$ cat config.mk
export PLATFORM = sky130hd
export DESIGN_NAME = four_port_router_arbiter_unit
export DESIGN_NICKNAME = d
export VERILOG_FILES = /design/src/hw/rtl/fpra_pkg.sv /design/src/hw/rtl/fpra_route_mem.sv /design/src/hw/rtl/four_port_router_arbiter_unit.sv
export VERILOG_INCLUDE_DIRS = /design/src /design/src/hw/rtl
export SDC_FILE = /design/constraint.sdc
export NUM_CORES = 1
export LEC_CHECK = 0
export BUFFER_PORTS_ARGS = -buffer_cell sky130_fd_sc_hd__buf_2
export CAP_MARGIN = 10
export CORE_UTILIZATION = 40
export CTS_CLUSTER_DIAMETER = 50
export CTS_CLUSTER_SIZE = 10
export DETAILED_ROUTE_END_ITERATION = 10
export GPL_ROUTABILITY_DRIVEN = 0
export PLACE_DENSITY = 0.54
export SLEW_MARGIN = 15
export SYNTH_ARGS = -nofsm -noshare
export SYNTH_HDL_FRONTEND = slang
export SYNTH_SLANG_ARGS = --single-unit
$ cat constraint.sdc
create_clock -name clk_i -period 9.4 [get_ports clk_i]
set_input_delay 0.94 -clock clk_i [delete_from_list [all_inputs] [get_ports clk_i]]
set_output_delay 0.94 -clock clk_i [all_outputs]
set_load 0.05 [all_outputs]
$ cat src/hw/rtl/four_port_router_arbiter_unit_macros.svh
// Assertion macros for the four-port router arbiter.
// Taken in by the RTL files that carry concurrent checks; needs clk_i and rst_ni in scope.
`ifndef FOUR_PORT_ROUTER_ARBITER_UNIT_MACROS_SVH
`define FOUR_PORT_ROUTER_ARBITER_UNIT_MACROS_SVH

// same-cycle implication
`define FPRA_ASSERT_NOW(lbl, ante, cons, msg) \
  lbl: assert property (@(posedge clk_i) disable iff (!rst_ni) (ante) |-> (cons)) \
    else $error(msg);

// next-cycle implication
`define FPRA_ASSERT_NEXT(lbl, ante, cons, msg) \
  lbl: assert property (@(posedge clk_i) disable iff (!rst_ni) (ante) |=> (cons)) \
    else $error(msg);

`endif

$ cat src/hw/rtl/fpra_pkg.sv
// Shared types, codes and helpers of the four-port router arbiter.
// No dependencies; used by fpra_route_mem and four_port_router_arbiter_unit.
`default_nettype none

package fpra_pkg;

  localparam int NumPorts    = 4;
  localparam int PortW       = 2;
  localparam int PktW        = 48;
  localparam int AddrBitsDef = 8;
  localparam int DataBitsDef = 32;
  localparam int RouteAddrW  = 8;
  localparam int InDataW     = 208;
  localparam int OutDataW    = 56;
  localparam int ApbAddrW    = 3;
  localparam int ApbDataW    = 32;

  localparam logic [PortW-1:0] LastServedRst = 2'd3;
  localparam logic [3:0]       PortEnableRst = 4'hF;

  localparam logic RegPortEnable = 1'b0;
  localparam logic RegArbMode    = 1'b1;

  typedef enum logic {
    OpTick    = 1'b0,
    OpRouteWr = 1'b1
  } op_e;

  typedef enum logic [1:0] {
    StFwd     = 2'd0,
    StNoRoute = 2'd1,
    StOutOff  = 2'd2
  } status_e;

  typedef struct packed {
    logic             present;
    logic [PortW-1:0] port;
  } route_ent_t;

  typedef struct packed {
    logic             valid;
    logic [PortW-1:0] port;
  } grant_t;

  typedef struct packed {
    logic [PktW-1:0]  packet;
    logic [PortW-1:0] out_port;
    status_e          status;
    logic [PortW-1:0] granted;
  } result_t;

  // first eligible port scanning upward from start, wrapping
  function automatic grant_t arb_pick(input logic [NumPorts-1:0] elig,
                                      input logic [PortW-1:0] start);
    grant_t           g;
    logic [PortW-1:0] p;
    g = '0;
    for (int i = NumPorts - 1; i >= 0; i--) begin
      p = start + PortW'(i);
      if (elig[p]) begin
        g.valid = 1'b1;
        g.port  = p;
      end
    end
    return g;
  endfunction

endpackage

`default_nettype wire

$ cat src/hw/rtl/fpra_route_mem.sv
// Routing table memory: one write port, one registered read port, clear sweep after reset.
// Depends on fpra_pkg.
`default_nettype none

module fpra_route_mem import fpra_pkg::*; #(
  parameter int ADDR_BITS = AddrBitsDef
) (
  input  wire logic                 clk_i,
  input  wire logic                 rst_ni,
  input  wire logic                 wr_en_i,
  input  wire logic [ADDR_BITS-1:0] wr_addr_i,
  input  wire route_ent_t           wr_data_i,
  input  wire logic                 rd_en_i,
  input  wire logic [ADDR_BITS-1:0] rd_addr_i,
  output route_ent_t                rd_data_o,
  output logic                      busy_o
);

  localparam int Depth = 1 << ADDR_BITS;

  route_ent_t mem_q [Depth];
  route_ent_t rd_data_q;

  logic                 clr_busy_q, clr_busy_d;
  logic [ADDR_BITS-1:0] clr_cnt_q, clr_cnt_d;

  logic                 we;
  logic [ADDR_BITS-1:0] waddr;
  route_ent_t           wdata;

  always_comb begin
    clr_busy_d = clr_busy_q;
    clr_cnt_d  = clr_cnt_q;
    if (clr_busy_q) begin
      clr_cnt_d = clr_cnt_q + 1'b1;
      if (&clr_cnt_q) begin
        clr_busy_d = 1'b0;
      end
    end
    we    = clr_busy_q || wr_en_i;
    waddr = clr_busy_q ? clr_cnt_q : wr_addr_i;
    wdata = clr_busy_q ? route_ent_t'('0) : wr_data_i;
  end

  always_ff @(posedge clk_i or negedge rst_ni) begin
    if (!rst_ni) begin
      clr_busy_q <= 1'b1;
      clr_cnt_q  <= '0;
    end else begin
      clr_busy_q <= clr_busy_d;
      clr_cnt_q  <= clr_cnt_d;
    end
  end

  always_ff @(posedge clk_i) begin
    if (we) begin
      mem_q[waddr] <= wdata;
    end
  end

  always_ff @(posedge clk_i) begin
    if (rd_en_i) begin
      rd_data_q <= mem_q[rd_addr_i];
    end
  end

  assign rd_data_o = rd_data_q;
  assign busy_o    = clr_busy_q;

endmodule

`default_nettype wire

$ cat src/hw/rtl/four_port_router_arbiter_unit.sv
// Four-port router arbiter: top level with arbitration, pipeline and register port.
// Depends on fpra_pkg, fpra_route_mem and four_port_router_arbiter_unit_macros.svh.
//
// Input stream (s_axis): one word per item. tuser carries the opcode: a tick
// picks one enabled, requesting port (fixed priority from north, or round robin
// after the last served port) and looks up its destination; a route write
// stores one routing table entry and gives no output. A tick with no eligible
// port gives no output either.
// Output stream (m_axis): one word per granted tick with the granted port,
// status (forwarded, no route, output disabled), looked-up port and packet.
// Throughput: one item per cycle while s_axis_tready is high; the table clear and
// a stalled output hold it low. Arbitration and the table read happen in the
// accept cycle; status is resolved from the registered read data when stage one
// moves into the output register.
// Reset: a sweep clears the routing table, one entry per cycle; s_axis_tready
// stays low until it ends. APB writes are taken during the sweep.
// Stall: the output register plus one stage behind it hold two results. While a
// result waits, route writes and ticks without a grant keep flowing; the next
// granted tick fills the stage and then s_axis_tready drops.
`default_nettype none
`include "four_port_router_arbiter_unit_macros.svh"

module four_port_router_arbiter_unit import fpra_pkg::*; #(
  parameter int ADDR_BITS = AddrBitsDef,
  parameter int DATA_BITS = DataBitsDef
) (
  input  wire logic                clk_i,
  input  wire logic                rst_ni,
  // s_axis_tdata: request_mask[3:0], packet_north[51:4], packet_south[99:52],
  //   packet_east[147:100], packet_west[195:148], route_address[203:196],
  //   route_port[205:204], zero pad[207:206]
  input  wire logic                s_axis_tvalid,
  output logic                     s_axis_tready,
  input  wire logic [InDataW-1:0]  s_axis_tdata,
  // s_axis_tuser: opcode[0]
  input  wire logic [0:0]          s_axis_tuser,
  // m_axis_tdata: granted_port[1:0], status[3:2], out_port[5:4],
  //   packet_out[53:6], zero pad[55:54]
  output logic                     m_axis_tvalid,
  input  wire logic                m_axis_tready,
  output logic [OutDataW-1:0]      m_axis_tdata,
  input  wire logic                psel,
  input  wire logic                penable,
  input  wire logic                pwrite,
  input  wire logic [ApbAddrW-1:0] paddr,
  input  wire logic [ApbDataW-1:0] pwdata,
  output logic [ApbDataW-1:0]      prdata,
  output logic                     pready
);

  // config registers
  logic [NumPorts-1:0] port_enable_q;
  logic                arb_mode_q;
  logic                cfg_wr;

  assign pready = 1'b1;
  assign cfg_wr = psel && penable && pwrite && pready;

  always_ff @(posedge clk_i or negedge rst_ni) begin
    if (!rst_ni) begin
      port_enable_q <= PortEnableRst;
      arb_mode_q    <= 1'b0;
    end else if (cfg_wr) begin
      case (paddr[2])
        RegPortEnable: port_enable_q <= pwdata[NumPorts-1:0];
        RegArbMode:    arb_mode_q    <= pwdata[0];
        default:       ;
      endcase
    end
  end

  always_comb begin
    case (paddr[2])
      RegPortEnable: prdata = {{(ApbDataW-NumPorts){1'b0}}, port_enable_q};
      RegArbMode:    prdata = {{(ApbDataW-1){1'b0}}, arb_mode_q};
      default:       prdata = '0;
    endcase
  end

  // input unpack
  op_e                   in_op;
  logic [NumPorts-1:0]   in_req;
  logic [PktW-1:0]       in_pkt [NumPorts];
  logic [RouteAddrW-1:0] in_raddr;
  logic [PortW-1:0]      in_rport;

  assign in_op    = op_e'(s_axis_tuser[0]);
  assign in_req   = s_axis_tdata[NumPorts-1:0];
  assign in_raddr = s_axis_tdata[NumPorts + NumPorts*PktW +: RouteAddrW];
  assign in_rport = s_axis_tdata[NumPorts + NumPorts*PktW + RouteAddrW +: PortW];

  for (genvar p = 0; p < NumPorts; p++) begin : g_pkt
    assign in_pkt[p] = s_axis_tdata[NumPorts + p*PktW +: PktW];
  end

  // pipeline state
  logic             s1_valid_q, s1_valid_d;
  logic [PortW-1:0] s1_port_q;
  logic [PktW-1:0]  s1_pkt_q;
  logic             out_valid_q, out_valid_d;
  result_t          out_q, out_d;
  logic [PortW-1:0] last_q;

  logic             mem_busy;
  route_ent_t       rd_ent;
  logic             s_accept, tick_grant, route_wr, out_ready, s1_move;
  logic [PortW-1:0] start;
  grant_t           grant;
  logic [PktW-1:0]  grant_pkt;
  logic [ADDR_BITS-1:0] rd_addr, wr_addr;

  assign out_ready     = !out_valid_q || m_axis_tready;
  assign s1_move       = s1_valid_q && out_ready;
  assign s_axis_tready = !mem_busy && (!s1_valid_q || out_ready);
  assign s_accept      = s_axis_tvalid && s_axis_tready;

  assign start      = arb_mode_q ? last_q + 1'b1 : '0;
  assign grant      = arb_pick(in_req & port_enable_q, start);
  assign grant_pkt  = in_pkt[grant.port];
  assign tick_grant = s_accept && (in_op == OpTick) && grant.valid;
  assign route_wr   = s_accept && (in_op == OpRouteWr);
  assign rd_addr    = grant_pkt[DATA_BITS +: ADDR_BITS];
  assign wr_addr    = ADDR_BITS'(in_raddr);

  fpra_route_mem #(
    .ADDR_BITS(ADDR_BITS)
  ) u_route_mem (
    .clk_i    (clk_i),
    .rst_ni   (rst_ni),
    .wr_en_i  (route_wr),
    .wr_addr_i(wr_addr),
    .wr_data_i('{present: 1'b1, port: in_rport}),
    .rd_en_i  (tick_grant),
    .rd_addr_i(rd_addr),
    .rd_data_o(rd_ent),
    .busy_o   (mem_busy)
  );

  always_comb begin
    s1_valid_d = tick_grant ? 1'b1 : (s1_move ? 1'b0 : s1_valid_q);
    out_valid_d = s1_move ? 1'b1 : ((out_valid_q && m_axis_tready) ? 1'b0 : out_valid_q);

    out_d.granted = s1_port_q;
    out_d.packet  = s1_pkt_q;
    if (!rd_ent.present) begin
      out_d.status   = StNoRoute;
      out_d.out_port = '0;
    end else begin
      out_d.out_port = rd_ent.port;
      out_d.status   = port_enable_q[rd_ent.port] ? StFwd : StOutOff;
    end
  end

  always_ff @(posedge clk_i or negedge rst_ni) begin
    if (!rst_ni) begin
      s1_valid_q  <= 1'b0;
      out_valid_q <= 1'b0;
      last_q      <= LastServedRst;
    end else begin
      s1_valid_q  <= s1_valid_d;
      out_valid_q <= out_valid_d;
      if (tick_grant) begin
        last_q <= grant.port;
      end
    end
  end

  always_ff @(posedge clk_i) begin
    if (tick_grant) begin
      s1_port_q <= grant.port;
      s1_pkt_q  <= grant_pkt;
    end
    if (s1_move) begin
      out_q <= out_d;
    end
  end

  assign m_axis_tvalid = out_valid_q;
  assign m_axis_tdata  = {{(OutDataW-PktW-3*PortW){1'b0}}, out_q.packet, out_q.out_port,
                          out_q.status, out_q.granted};

  `FPRA_ASSERT_NOW(a_no_accept_clear, mem_busy, !s_axis_tready, "word accepted during table clear")
  `FPRA_ASSERT_NEXT(a_last_served, tick_grant, last_q == $past(grant.port), "last served not updated")
  `FPRA_ASSERT_NOW(a_no_route_port, out_valid_q && out_q.status == StNoRoute, out_q.out_port == '0, "no-route result with nonzero port")
  `FPRA_ASSERT_NEXT(a_s1_hold, s1_valid_q && !out_ready, s1_valid_q && $stable(s1_pkt_q), "stage one lost under stall")

endmodule

`default_nettype wire

==> results.toml <==
[route]
wl_met3_um = 6940
antenna_left = 0
wire_per_inst_um = 24.9
drc = 0
drtIter0Drc = 2219
vias = 24600
wl_met2_um = 53100
viasPerCell = 5.65
routed_wl_um = 108000
routed.top_layer = "met4"
met1_length_um = 45000
drt_first_pass_iters = 7

[timing]
timing.final.crit_share_pct = 74.4
finalSetupTns_ps = 0
rsz0062_at_grt = "no"
fmax_mhz = 143
min_period_ps = 6990
worst_slack_ps = 2410
maxSlewHeadroom_pct = 26.6
skew_ps = 23.9
hold_viol = 0
tightestPinTransition_ps = 1100
final-max-slew-violation-count = 0
setup_viol = 0

[layout]
n_fill_cell = 8368
area_delta_synth_final_pct = 14.1
final_core_util_pct = 46.2
final_cells = 4359
multi_input_area_um2 = 9990
layout-drive-gt1-share_pct = 17.8
fin_nets = 3313
final-seq-area_um2 = 26700

[cts]
cts_max_level = 3
cts_buffers = 106
postCtsSetupBuffers = 0
root_buffer = "clkbuf_16"
cts_tree = "yes"
clk_path_buf_depth = 3
cts_resized = 0
clkLatencyLatePin_ps = 670
numClockSinks = 893
cts_hold_buffers = 0
clk_pin_slew_worst_paths_ps = 50

[synthesis]
synth-edff-count = 875
synth_area_um2 = 37900
yosys_warnings = 0
synth_area_leaders = "edfxtp_1 (69%), nand2_1 (5.4%), nor2_1 (3.2%)"
async_flop_share_pct = 2.02
ys_seq_area_share_pct = 70.6
post_synth_most_frequent_cells = "edfxtp_1 (875), nand2_1 (546), nor2_1 (320)"
syn_avg_cell_area_um2 = 13.4
synth_top_area_cell = "edfxtp_1"
ys_ff_latch = 893
synth_most_common_cell = "edfxtp_1"
synth_top_area_share_pct = 69.4
syn_inst = 2822
synth.distinct_cells = 84
ys.flop_type = "edfxtp_1"

[job]
maxCapViolCount = 0

[grt]
grt_pass1_wl_um = 158000
grt-ovfl-total = 0
gr-usage-all-layers_pct = 22.4
grt_max_degree = 173
grt_pass1_vias = 24200
antenna_found_initial = 5

[critical_path]
cp-start-kind = "register"
crit_required_ps = 9780
r2r-start = "port_enable_q[2]"
arrival_ps = 7380
worstPathMaxFanout = 88
r2r-end = "u_route_mem.rd_data_o[0]"
rr_worst_depth = 15
worstSetupPathType = "reg2reg"
reg2reg_slack_ps = 2410
critPathCaptureType = "register"

[floorplanning]
fp.dieH_um = 310
initial_core_util_pct = 40.5
die_area_um2 = 95900
row_count = 112
core_area_um2 = 93600
pin_count = 342
die_x_um = 310

[place]
place_inst = 4207
place.port_buffers = 278
hpwl_um = 66200
dp_slack_ps = 2040

[power_and_ir_drop]
power.density_nw_per_um2 = 279
p_leak_nw = 14.2
max-vdd-ir-drop_mv = 0.164
p_total_mw = 12.0

[hold_path]
min_path_type = "in2async"

[run_status]
status = "finished, final reports clean"
-- layer usage --
metal	vias up	global-route usage (%)
met2	955	37.8
met1	12400	29.1
met5	-	0
li1	11100	-
met3	187	3.98
met4	0	7.77
-- report_power, final --
part           internal (mW)  total [mW]  leakage [nW]  switching [mW]
registers               4.49        4.53          7.26          0.0401
logic                   1.14        3.83          5.41            2.68
clock network           2.17        3.70          1.49            1.52
-- area by class of cell --
class                           count  area share [%]
Inverter                           24           0.263
Multi-Input combinational cell   1713            23.1
Tap cell                         1254            3.63
Sequential cell                   893            61.9
Clock buffer                      122            6.42
Timing Repair Buffer              323            4.06
Clock inverter                     27           0.628
Antenna cell                        3          0.0174
-- critical path, stage by stage, from the launching register on --
cell	delay (ps)
dfstp_2	580
nand2_1	190
a2111oi_2	430
a41oi_1	120
nand3_4	430
inv_6	350
nand3_4	120
buf_4	340
nand2_4	420
inv_8	630
nand2_1	820
a311oi_1	650
nor4_1	130
a31o_1	260
or4b_1	580
nor4_2	510
-- state kept, by name, summed over array words and instances, names as in the netlist --
signal and flops:
m_axis_tvalid 1, u_route_mem.mem_q 768, s1_port_q 2, u_route_mem.clr_cnt_q 8
s1_pkt_q 48, last_q 2, m_axis_tdata 54, port_enable_q 4
s1_valid_q 1, u_route_mem.busy_o 1, arb_mode_q 1, u_route_mem.rd_data_o 3
-- worst max path at each step --
stage,start,to,cells past startpoint,slack [ps]
2_1_floorplan,s_axis_tdata[204],u_route_mem.mem_q[0][0],1,870
3_3_place_gp,s_axis_tdata[2],u_route_mem.rd_data_o[0],16,2220
3_5_place_dp,s_axis_tdata[2],u_route_mem.rd_data_o[0],16,2040
4_1_cts,port_enable_q[2],u_route_mem.rd_data_o[0],15,2450
5_1_grt,port_enable_q[2],u_route_mem.rd_data_o[0],15,2090
6_report,port_enable_q[2],u_route_mem.rd_data_o[0],15,2410
-- cells by family after synthesis --
group,share of synthesized area (%)
compound gates,8.07
flops,70.6
buf+inv,3.53
fa+ha+maj,0.0330
mux,4.80
xor+xnor,0.162
other cells,0.0198
simple gates,12.8
-- cells in the final DEF (no fill, tap or decap), types with 8 or more instances in the layout --
master / synthesis / layout
nand2_1: 546 / 539
inv_1: 16 / 15
nor3_1: 11 / 11
o21ai_0: 27 / 27
clkinv_2: 1 / 8
o221ai_1: 24 / 24
a22oi_1: 9 / 9
clkbuf_1: 86 / 12
mux2i_1: 90 / 89
a311oi_1: 66 / 66
buf_4: 59 / 43
o22ai_1: 25 / 25
a211oi_1: 85 / 85
nor4_1: 18 / 18
mux4_2: 36 / 36
mux2_2: 8 / 8
conb_1: 2 / 31
a21oi_1: 36 / 36
nand4_1: 8 / 8
and3_1: 98 / 98
nand3_1: 70 / 69
buf_2: 50 / 278
clkinv_1: 1 / 9
clkbuf_16: 0 / 108
edfxtp_1: 875 / 875
a31oi_1: 81 / 80
nand2_2: 2 / 8
dfrtp_1: 11 / 11
nor2_1: 320 / 319
-- through the flow --
stage	cell area, um^2	hold WS [ps]
floorplan	38000	400
global placement	40200	401
detailed placement	40200	405
CTS	43200	185
global route	43200	222
finish	43200	198
Power figures use the tool's default switching activity.
